### src/hdl/lcef_pkg.sv
`timescale 1ns / 1ps
`default_nettype none

package lcef_pkg;

  localparam int unsigned PosW   = 32;
  localparam int unsigned MagW   = 16;
  localparam int unsigned GainW  = 16;
  localparam int unsigned LevelW = 17;
  localparam int unsigned VoltW  = 8;
  localparam int unsigned CsW    = 29;
  localparam int unsigned PctW   = 7;
  localparam int unsigned ScaleW = 15;
  localparam int unsigned CfgIdxW  = 2;
  localparam int unsigned CfgDataW = 17;

  localparam logic [CfgIdxW-1:0] CFG_GAIN      = 2'd0;
  localparam logic [CfgIdxW-1:0] CFG_MIN_LEVEL = 2'd1;
  localparam logic [CfgIdxW-1:0] CFG_DECAY     = 2'd2;
  localparam logic [CfgIdxW-1:0] CFG_VOLTAGE   = 2'd3;

  localparam logic [GainW-1:0]  GAIN_RESET  = 16'd256;
  localparam logic [LevelW-1:0] MIN_RESET   = 17'd0;
  localparam logic [LevelW-1:0] DECAY_RESET = 17'd66;
  // 100 * default voltage of 220
  localparam logic [ScaleW-1:0] SCALE_RESET = 15'd22000;
  localparam logic [6:0]        PERCENT     = 7'd100;

  localparam logic [LevelW-1:0] LEVEL_ONE = 17'h10000;

  // floor(x / 10) = (x * CsRecip) >> 35 for any 32-bit x
  localparam logic [31:0] CS_RECIP = 32'hCCCCCCCD;
  localparam int unsigned CsShift  = 35;
  // floor(y / 220) = (y * VoltRecip) >> 24 for y up to 25500
  localparam logic [16:0] VOLT_RECIP = 17'd76261;
  localparam int unsigned VoltShift  = 24;

  typedef struct packed {
    logic load;
    logic mul;
    logic lvl;
    logic pct;
    logic quo;
    logic fin;
  } cmd_t;

endpackage

`default_nettype wire

### src/hdl/light_channel_envelope_follower.sv
// Envelope follower for one light channel: peak hold with linear decay.
// Each word passes the load, multiply, level, percent, quotient and finish
// states. in_stall_o holds off new words until the sequencer is back in idle;
// the output register lets the next word start while a result waits.
// Reset: asynchronous, active low; configuration and envelope state return to
// their defaults and no previous frame is held.
`timescale 1ns / 1ps
`default_nettype none

module light_channel_envelope_follower (
  input  wire logic                          clk_i,
  input  wire logic                          rst_ni,
  input  wire logic                          cfg_we_i,
  input  wire logic [lcef_pkg::CfgIdxW-1:0]  cfg_idx_i,
  input  wire logic [lcef_pkg::CfgDataW-1:0] cfg_data_i,
  input  wire logic                          in_valid_i,
  output logic                               in_stall_o,
  input  wire logic [lcef_pkg::PosW-1:0]     position_ms_i,
  input  wire logic [lcef_pkg::MagW-1:0]     magnitude_i,
  output logic                               out_valid_o,
  input  wire logic                          out_stall_i,
  output logic      [lcef_pkg::CsW-1:0]      start_cs_o,
  output logic      [lcef_pkg::CsW-1:0]      end_cs_o,
  output logic      [lcef_pkg::PctW-1:0]     light_level_o
);

  lcef_pkg::cmd_t cmd;

  lcef_ctrl u_ctrl (
    .clk_i       (clk_i),
    .rst_ni      (rst_ni),
    .in_valid_i  (in_valid_i),
    .in_stall_o  (in_stall_o),
    .out_valid_o (out_valid_o),
    .out_stall_i (out_stall_i),
    .cmd_o       (cmd)
  );

  lcef_datapath u_datapath (
    .clk_i         (clk_i),
    .rst_ni        (rst_ni),
    .cfg_we_i      (cfg_we_i),
    .cfg_idx_i     (cfg_idx_i),
    .cfg_data_i    (cfg_data_i),
    .position_ms_i (position_ms_i),
    .magnitude_i   (magnitude_i),
    .cmd_i         (cmd),
    .start_cs_o    (start_cs_o),
    .end_cs_o      (end_cs_o),
    .light_level_o (light_level_o)
  );

endmodule

`default_nettype wire

### src/hdl/lcef_ctrl.sv
`timescale 1ns / 1ps
`default_nettype none

module lcef_ctrl (
  input  wire logic         clk_i,
  input  wire logic         rst_ni,
  input  wire logic         in_valid_i,
  output logic              in_stall_o,
  output logic              out_valid_o,
  input  wire logic         out_stall_i,
  output lcef_pkg::cmd_t    cmd_o
);

  typedef enum logic [2:0] {
    ST_IDLE,
    ST_MUL,
    ST_LVL,
    ST_PCT,
    ST_QUO,
    ST_FIN
  } state_e;

  state_e state_q;
  logic   out_valid_q;
  logic   out_free;

  assign out_free = !out_valid_q || !out_stall_i;

  always_comb begin
    cmd_o      = '0;
    cmd_o.load = (state_q == ST_IDLE) && in_valid_i;
    cmd_o.mul  = (state_q == ST_MUL);
    cmd_o.lvl  = (state_q == ST_LVL);
    cmd_o.pct  = (state_q == ST_PCT);
    cmd_o.quo  = (state_q == ST_QUO);
    cmd_o.fin  = (state_q == ST_FIN) && out_free;
  end

  always_ff @(posedge clk_i or negedge rst_ni) begin
    if (!rst_ni) begin
      state_q     <= ST_IDLE;
      out_valid_q <= 1'b0;
    end else begin
      if (cmd_o.fin) begin
        out_valid_q <= 1'b1;
      end else if (!out_stall_i) begin
        out_valid_q <= 1'b0;
      end
      case (state_q)
        ST_IDLE: begin
          if (in_valid_i) state_q <= ST_MUL;
        end
        ST_MUL:  state_q <= ST_LVL;
        ST_LVL:  state_q <= ST_PCT;
        ST_PCT:  state_q <= ST_QUO;
        ST_QUO:  state_q <= ST_FIN;
        ST_FIN: begin
          if (out_free) state_q <= ST_IDLE;
        end
        default: state_q <= ST_IDLE;
      endcase
    end
  end

  assign in_stall_o  = (state_q != ST_IDLE);
  assign out_valid_o = out_valid_q;

endmodule

`default_nettype wire

### src/hdl/lcef_datapath.sv
`timescale 1ns / 1ps
`default_nettype none

module lcef_datapath (
  input  wire logic                              clk_i,
  input  wire logic                              rst_ni,
  input  wire logic                              cfg_we_i,
  input  wire logic [lcef_pkg::CfgIdxW-1:0]      cfg_idx_i,
  input  wire logic [lcef_pkg::CfgDataW-1:0]     cfg_data_i,
  input  wire logic [lcef_pkg::PosW-1:0]         position_ms_i,
  input  wire logic [lcef_pkg::MagW-1:0]         magnitude_i,
  input  wire lcef_pkg::cmd_t                    cmd_i,
  output logic      [lcef_pkg::CsW-1:0]          start_cs_o,
  output logic      [lcef_pkg::CsW-1:0]          end_cs_o,
  output logic      [lcef_pkg::PctW-1:0]         light_level_o
);

  // configuration
  logic [lcef_pkg::GainW-1:0]  gain_q;
  logic [lcef_pkg::LevelW-1:0] min_q;
  logic [lcef_pkg::LevelW-1:0] decay_q;
  logic [lcef_pkg::ScaleW-1:0] scale_q;

  // envelope state
  logic                        have_prev_q;
  logic [lcef_pkg::PosW-1:0]   prev_time_q;
  logic [lcef_pkg::MagW-1:0]   prev_mag_q;
  logic [lcef_pkg::CsW-1:0]    prev_cs_q;
  logic [lcef_pkg::LevelW-1:0] level_q;
  logic [lcef_pkg::LevelW-1:0] level_d;

  // working registers
  logic [lcef_pkg::PosW-1:0]   pos_q;
  logic [lcef_pkg::MagW-1:0]   mag_q;
  logic [31:0]                 g_prod_q;
  logic [48:0]                 d_prod_q;
  logic [63:0]                 cs_prod_q;
  logic [lcef_pkg::CsW-1:0]    end_cs_q;
  logic [31:0]                 pct_prod_q;
  logic [31:0]                 quo_prod_q;

  logic [lcef_pkg::CsW-1:0]    start_cs_q;
  logic [lcef_pkg::CsW-1:0]    out_end_q;
  logic [lcef_pkg::PctW-1:0]   light_q;

  logic [lcef_pkg::PosW-1:0]   dt;
  logic [23:0]                 g_raw;
  logic [23:0]                 g_gate;
  logic [23:0]                 decayed;
  logic [23:0]                 peak;
  logic [14:0]                 pct_hi;

  assign dt     = pos_q - prev_time_q;
  assign g_raw  = g_prod_q[31:8];
  assign g_gate = (g_raw < {7'd0, min_q}) ? 24'd0 : g_raw;
  assign decayed = (d_prod_q >= {32'd0, level_q}) ? 24'd0
                 : {7'd0, level_q - d_prod_q[lcef_pkg::LevelW-1:0]};
  assign peak   = (g_gate > decayed) ? g_gate : decayed;
  assign level_d = (peak > {7'd0, lcef_pkg::LEVEL_ONE}) ? lcef_pkg::LEVEL_ONE
                 : peak[lcef_pkg::LevelW-1:0];
  assign pct_hi = pct_prod_q[30:16];

  always_ff @(posedge clk_i or negedge rst_ni) begin
    if (!rst_ni) begin
      gain_q      <= lcef_pkg::GAIN_RESET;
      min_q       <= lcef_pkg::MIN_RESET;
      decay_q     <= lcef_pkg::DECAY_RESET;
      scale_q     <= lcef_pkg::SCALE_RESET;
      have_prev_q <= 1'b0;
      prev_time_q <= '0;
      prev_mag_q  <= '0;
      prev_cs_q   <= '0;
      level_q     <= '0;
    end else begin
      if (cfg_we_i) begin
        case (cfg_idx_i)
          lcef_pkg::CFG_GAIN:      gain_q  <= cfg_data_i[lcef_pkg::GainW-1:0];
          lcef_pkg::CFG_MIN_LEVEL: min_q   <= cfg_data_i;
          lcef_pkg::CFG_DECAY:     decay_q <= cfg_data_i;
          lcef_pkg::CFG_VOLTAGE:   scale_q <= 15'(cfg_data_i[lcef_pkg::VoltW-1:0])
                                              * 15'(lcef_pkg::PERCENT);
          default: ;
        endcase
      end
      if (cmd_i.lvl && have_prev_q) begin
        level_q <= level_d;
      end
      if (cmd_i.fin) begin
        have_prev_q <= 1'b1;
        prev_time_q <= pos_q;
        prev_mag_q  <= mag_q;
        prev_cs_q   <= end_cs_q;
      end
    end
  end

  always_ff @(posedge clk_i) begin
    if (cmd_i.load) begin
      pos_q <= position_ms_i;
      mag_q <= magnitude_i;
    end
    if (cmd_i.mul) begin
      g_prod_q  <= 32'(prev_mag_q) * 32'(gain_q);
      d_prod_q  <= 49'(dt) * 49'(decay_q);
      cs_prod_q <= 64'(pos_q) * 64'(lcef_pkg::CS_RECIP);
    end
    if (cmd_i.lvl) begin
      end_cs_q <= cs_prod_q[lcef_pkg::CsShift +: lcef_pkg::CsW];
    end
    if (cmd_i.pct) begin
      pct_prod_q <= 32'(level_q) * 32'(scale_q);
    end
    if (cmd_i.quo) begin
      quo_prod_q <= 32'(pct_hi) * 32'(lcef_pkg::VOLT_RECIP);
    end
    if (cmd_i.fin) begin
      start_cs_q <= have_prev_q ? prev_cs_q : lcef_pkg::CsW'(1);
      out_end_q  <= end_cs_q;
      light_q    <= have_prev_q ? quo_prod_q[lcef_pkg::VoltShift +: lcef_pkg::PctW]
                                : '0;
    end
  end

  assign start_cs_o    = start_cs_q;
  assign end_cs_o      = out_end_q;
  assign light_level_o = light_q;

endmodule

`default_nettype wire
### config.mk
export PLATFORM = sky130hd
export DESIGN_NAME = light_channel_envelope_follower
export DESIGN_NICKNAME = d
export VERILOG_FILES = /design/src/hdl/lcef_pkg.sv /design/src/hdl/light_channel_envelope_follower.sv /design/src/hdl/lcef_ctrl.sv /design/src/hdl/lcef_datapath.sv
export SDC_FILE = /design/constraint.sdc
export NUM_CORES = 2
export LEC_CHECK = 0
export CAP_MARGIN = 20
export CORE_MARGIN = 2
export CORE_UTILIZATION = 40
export DETAILED_ROUTE_END_ITERATION = 10
export DONT_BUFFER_PORTS = 1
export GPL_TIMING_DRIVEN = 0
export PLACE_DENSITY = 0.54
export SYNTH_ARGS = -nofsm -noshare
export SYNTH_HDL_FRONTEND = slang
export SYNTH_HIERARCHICAL = 1
export SYNTH_SLANG_ARGS = --single-unit
export TNS_END_PERCENT = 30
### constraint.sdc
create_clock -name clk_i -period 10.9 [get_ports clk_i]
set_input_delay 0 -clock clk_i [delete_from_list [all_inputs] [get_ports clk_i]]
set_output_delay 0 -clock clk_i [all_outputs]
set_load 0.02 [all_outputs]
Yosys cells after proc, flatten, opt, wreduce, memory -nomap -nowiden
Cells that the tools add are included.
{"block": "word_totals", "ff_bits": 511, "wordCells": 68}
{"block": "op_classes", "n_mux": 9, "addsub": 2, "n_lt_le_gt_ge": 4, "mul": 6, "eq_ne": 11, "reduce_logical": 14}
{"op": "$mul A32 B32 Y64 const B", "count": 1}
{"op": "$ge A49 B17 Y1", "count": 1}
{"op": "$mul A32 B17 Y49", "count": 1}
{"op": "$mux W24", "count": 2}
{"op": "$mux W17", "count": 2}
{"op": "$mul A16 B16 Y32", "count": 1}
{"op": "$sub A32 B32 Y32", "count": 1}
{"op": "$mul A15 B17 Y31 const B", "count": 1}
{"op": "$mul A17 B13 Y29", "count": 1}
{"op": "$gt A24 B17 Y1 const B", "count": 1}
{"op": "$gt A24 B24 Y1", "count": 1}
{"op": "$lt A24 B17 Y1", "count": 1}
{"op": "$pmux W3 S6", "count": 1}
{"op": "$sub A17 B17 Y17", "count": 1}
{"op": "$mul A8 B5 Y13 const B", "count": 1}
{"op": "$reduce_and A2 Y1", "count": 5}
{"op": "$eq A3 B2 Y1 const B", "count": 2}
{"op": "$eq A3 B3 Y1 const B", "count": 2}
{"op": "$mux W3", "count": 2}
{"op": "$eq A2 B2 Y1 const B", "count": 2}
{"op": "$ne A2 B1 Y1 const B", "count": 2}
{"op": "$eq A3 B1 Y1 const B", "count": 1}
{"op": "$logic_and A1 B1 Y1", "count": 3}
{"op": "$logic_not A3 Y1", "count": 1}
{"op": "other kinds (7)", "count": 9}

Longest topological paths before layout
{"block": "logic_depth", "ltp_word": 6, "depth_mapped": 39, "depth_no_buf": 37}

Hierarchy
The synthesis kept the hierarchy.
{"mod": "lcef_datapath", "n_inst": 1, "seq_area_each_um2": 11955.2, "cells_each": 7229, "area_each_um2": 71325.9}
{"mod": "lcef_ctrl", "n_inst": 1, "seq_area_each_um2": 100.1, "cells_each": 27, "area_each_um2": 249.0}

Least setup slack after synthesis
No wires, ideal clock.
{"block": "synth_path", "path_kind": "register to register", "startpoint": "reg u_ctrl.state_q[2]", "endpoint": "reg u_datapath.cs_prod_q[35], enable pin", "arrival_ns": 7.926, "path_buffers": 1, "stages_incl_launch_ff": 3, "synth_period_minus_slack_ns": 8.634, "path_slack_ns": 2.266, "setup_ns": 0.708, "path_cell_list": "dfrtp_1 buf_4 nor3b_1"}
{"element": "from (decl)", "line": "lcef_ctrl.sv:23", "source": "state_e state_q;"}
{"element": "from (signal assigned)", "line": "lcef_ctrl.sv:41", "source": "state_q <= ST_IDLE;"}
{"element": "from (signal assigned)", "line": "lcef_ctrl.sv:51", "source": "if (in_valid_i) state_q <= ST_MUL;"}
{"element": "from (signal assigned)", "line": "lcef_ctrl.sv:53", "source": "ST_MUL: state_q <= ST_LVL;"}
{"element": "to (signal assigned)", "line": "lcef_datapath.sv:105", "source": "cs_prod_q <= 64'(pos_q) * 64'(lcef_pkg::CS_RECIP);"}
{"element": "to (decl)", "line": "lcef_datapath.sv:37", "source": "logic [63:0] cs_prod_q;"}

Worst setup path after layout
{"block": "layout_path", "startpoint": "reg u_datapath/pos_q[0] (netlist bit)", "endpoint": "reg u_datapath.d_prod_q[45] (data pin)"}
{"block": "layout_between", "elab_chain_cells": 2}
{"element": "from (decl)", "line": "lcef_datapath.sv:33", "source": "logic [lcef_pkg::PosW-1:0] pos_q;"}
{"element": "from (signal assigned)", "line": "lcef_datapath.sv:99", "source": "pos_q <= position_ms_i;"}
{"element": "$sub A32 B32 Y32", "line": "lcef_datapath.sv:53", "source": "assign dt = pos_q - prev_time_q;"}
{"element": "$mul A32 B17 Y49", "line": "lcef_datapath.sv:104", "source": "d_prod_q <= 49'(dt) * 49'(decay_q);"}
{"element": "to (signal assigned)", "line": "lcef_datapath.sv:104"}
{"element": "to (decl)", "line": "lcef_datapath.sv:36", "source": "logic [48:0] d_prod_q;"}
Every way passes these cells.
A chain may end at the register's enable or synchronous reset.

==> flow_metrics.tcl <==
set metrics [dict create \
    status "finished, final reports clean" \
    cts_made_buffers 56 \
    drv_slew 0 \
    tightestPinTransition_ns 1.19 \
    die_width_microns 427 \
    die_h_microns 427 \
    grt_busiest_layer "met2" \
    use_met2_pct 40.5 \
    insertion_delay_ns 0.72 \
    syn_inst 7256 \
    syn_avg_cell_area_sq_um 9.86 \
    multi_input_area_sq_um 51900 \
    final_common_cell "inv_1" \
    synth-seq-cells 428 \
    required_ns 11.30 \
    crit_path_top_delay_cell "fa_1" \
    worstPathMaxFanout 10 \
    cp-end-kind "flop" \
    overflow 0 \
    setup_viol_count_final 0 \
    maxSlewHeadroom_pct 20.0 \
    antenna_found_initial 26 \
    timing.final.crit_share_pct 96.9 \
    dieArea_sq_um 182000 \
    r2r_start "u_datapath/pos_q[0]" \
    cp.depth 33 \
    synth_edf_count 266 \
    hold_viol 0 \
    synthTopCellsByArea "fa_1, ha_1, edfxtp_1, inv_1, dfrtp_1" \
    clock_skew_ns 0.0462 \
    critical_path.endpoint "u_datapath/d_prod_q[45]" \
    io_pins 139 \
    cts_max_level 2 \
    synthArstFlopShare_pct 37.9 \
    grt_max_degree 163 \
    grt_pass1_vias 52700 \
    path_buf_inv 5 \
    crit_start "u_datapath/pos_q[0]" \
    num_vias 50000 \
    crit_top_cell "fa_1" \
    tritoncts "done" \
    slowest_delay_ns 0.57 \
    ys_warn_count 6 \
    final_cell_mix "inv_1, fa_1, ha_1" \
    critical_path_class "reg -> reg" \
    layout.cell_area.non_filler_sq_um 78100 \
    grt_pass1_wl_microns 317000 \
    regArea_sq_um 12100 \
    startpoint_type "flop" \
    synth_area_sq_um 71600 \
    hpwlAfterDp_microns 172000 \
    grt_use_met1_pct 29.3 \
    routedWlPerCell_microns 21.0 \
    rows 155 \
    reg2regPathDepth 33 \
    path_clk_slew_ns 0.07 \
    drt-pass1-iter-count 7 \
    drt-initial-drc-count 3116 \
    port_buffers 0 \
    synth_ff_type "edfxtp_1" \
    start_util_pct 40.2 \
    drc 0 \
    grt.met3_usage_pct 3.00 \
    grtUsageTotal_pct 23.0 \
    synth_top_area_share_pct 36.2 \
    gp_congestion 0.945 \
    coreArea_sq_um 178000 \
    vias_per_cell 5.07 \
    cp_data_arrival_time_ns 10.96 \
    layout.nets 9701 \
    wl_microns 207000 \
    cts_buffer_depth 3 \
    root_buffer "clkbuf_16" \
    synth_top_cell_by_area "fa_1" \
    crit_family "compound AO/OA/AOI/OAI gates" \
    cap_violations 0 \
    syn2layout_area_growth_pct 9.08 \
    timing.fmax_mhz 94.7 \
    fill_cells 17400 \
    synth_fp_nets 9499 \
    r2r-end "u_datapath/d_prod_q[45]" \
    rsz0062_at_grt "yes" \
    synth.yosys.seq_area_share_pct 16.8 \
    ant_nets 0 \
    drive_gt1_share_pct 3.82 \
    ff2ff_setup_slack_ns 0.34 \
    tns_ns 0 \
    layout_min_cycle_time_ns 10.56 \
    dpl_cell_area_sq_um 74900 \
    clock_sinks 428 \
    min_path_type "in -> reg" \
    synth.distinct_cells 80 \
]
## per-layer routing
metal / wire (microns) / part of all wire [%]
met1: 85100 / 41
met2: 105000 / 51
met3: 9930 / 4.8
met4: 7360 / 3.6
met5: 39 / 0.019
## metrics by stage
step,utilization [%],std cells,setup WS [ns],hold WS (ns)
5_1_grt,43.9,9868,-0.0659,-0.0108
3_3_place_gp,41.9,9611,-2.86,-0.262
3_5_place_dp,42.1,9642,-0.697,-0.261
2_1_floorplan,-,7256,2.27,-0.296
6_report,43.9,9871,0.341,0.0280
4_1_cts,43.8,9861,0.136,0.000497
## area by class of cell
| type | instances | share of cell area, % |
|---|---|---|
| diodes | 10 | 0.0321 |
| multi-input cells | 4774 | 66.5 |
| clock buffers | 73 | 1.94 |
| flip-flops and latches | 428 | 15.4 |
| plain buffers | 261 | 1.29 |
| inverters | 1792 | 8.62 |
| clock inverters | 33 | 0.476 |
| well taps | 2355 | 3.77 |
| repair buffers | 145 | 1.96 |
## worst min-delay path by stage
stage	start	end	slack, ns	cells past startpoint
after floorplan	rst_ni	u_ctrl/out_valid_o	-0.30	0
after global placement	rst_ni	u_datapath/prev_mag_q[7]	-0.26	0
after detailed placement	rst_ni	u_datapath/prev_mag_q[7]	-0.26	0
after CTS	cfg_data_i[4]	u_datapath/scale_q[10]	0.0005	6
after global routing	position_ms_i[24]	u_datapath/pos_q[24]	-0.01	1
final	position_ms_i[31]	u_datapath/pos_q[31]	0.03	1
## timing repair
action | in CTS | in global routing
setup buffers | 3 | 0
hold buffers | 110 | 1
gates resized for setup | 2 | 9
pin swaps | 0 | 0
endpoints found under the setup margin | 14 | 6
hold endpoints to repair | 389 | 1
## cell families (layout without fill, tap and decap cells)
group                      count (synthesis)  count (layout)  synth area share, %
xor gates and xnor gates                 163             163                 1.99
DFF                                      428             428                 16.8
adders and majority gates               2171            2171                 51.5
other                                      0              10                    0
AOI/OAI and AO/OA                        629             629                 5.70
buffers and inverters                   2054            2304                 10.8
muxes                                    100             100                 1.57
and+or+nand+nor                         1711            1711                 11.5
## synthesized netlist by cell type (110+ instances only)
| cell | count |
|---|---|
| inv_1 | 1792 |
| o21ai_0 | 137 |
| a21oi_1 | 171 |
| clkbuf_1 | 245 |
| dfrtp_1 | 151 |
| nand2_1 | 797 |
| fa_1 | 1296 |
| a21o_1 | 110 |
| nor2_1 | 151 |
| edfxtp_1 | 266 |
| ha_1 | 875 |
| and2_1 | 383 |
| xnor2_1 | 116 |
## worst register-to-register path: cells and delay by family, from the launching register on
kind / cells / cell delay, ns
XOR/XNOR: 2 / 0.61
buffers and inverters: 5 / 0.90
AND/OR/NAND/NOR: 3 / 0.43
AO/OA/AOI/OAI: 15 / 4.12
adder cells (fa/ha/maj): 8 / 3.70
flip-flops: 1 / 0.49
## registers in the layout (all words and copies together), names as in the netlist, 3 cells and up
name                      flops
u_ctrl/state_q                3
u_datapath/cs_prod_q         29
u_datapath/d_prod_q          49
u_datapath/decay_q           17
u_datapath/end_cs_o          29
u_datapath/end_cs_q          29
u_datapath/g_prod_q          24
u_datapath/gain_q            16
u_datapath/level_q           17
u_datapath/light_level_o      7
u_datapath/mag_q             16
u_datapath/min_q             17
u_datapath/pct_prod_q        15
u_datapath/pos_q             32
u_datapath/prev_cs_q         29
u_datapath/prev_mag_q        16
u_datapath/prev_time_q       32
u_datapath/quo_prod_q         7
u_datapath/scale_q           13
u_datapath/start_cs_o        29
Power is left out: the tool's default activity adds up to more than one toggle a clock period on the data nets, which glitch-free logic cannot reach.
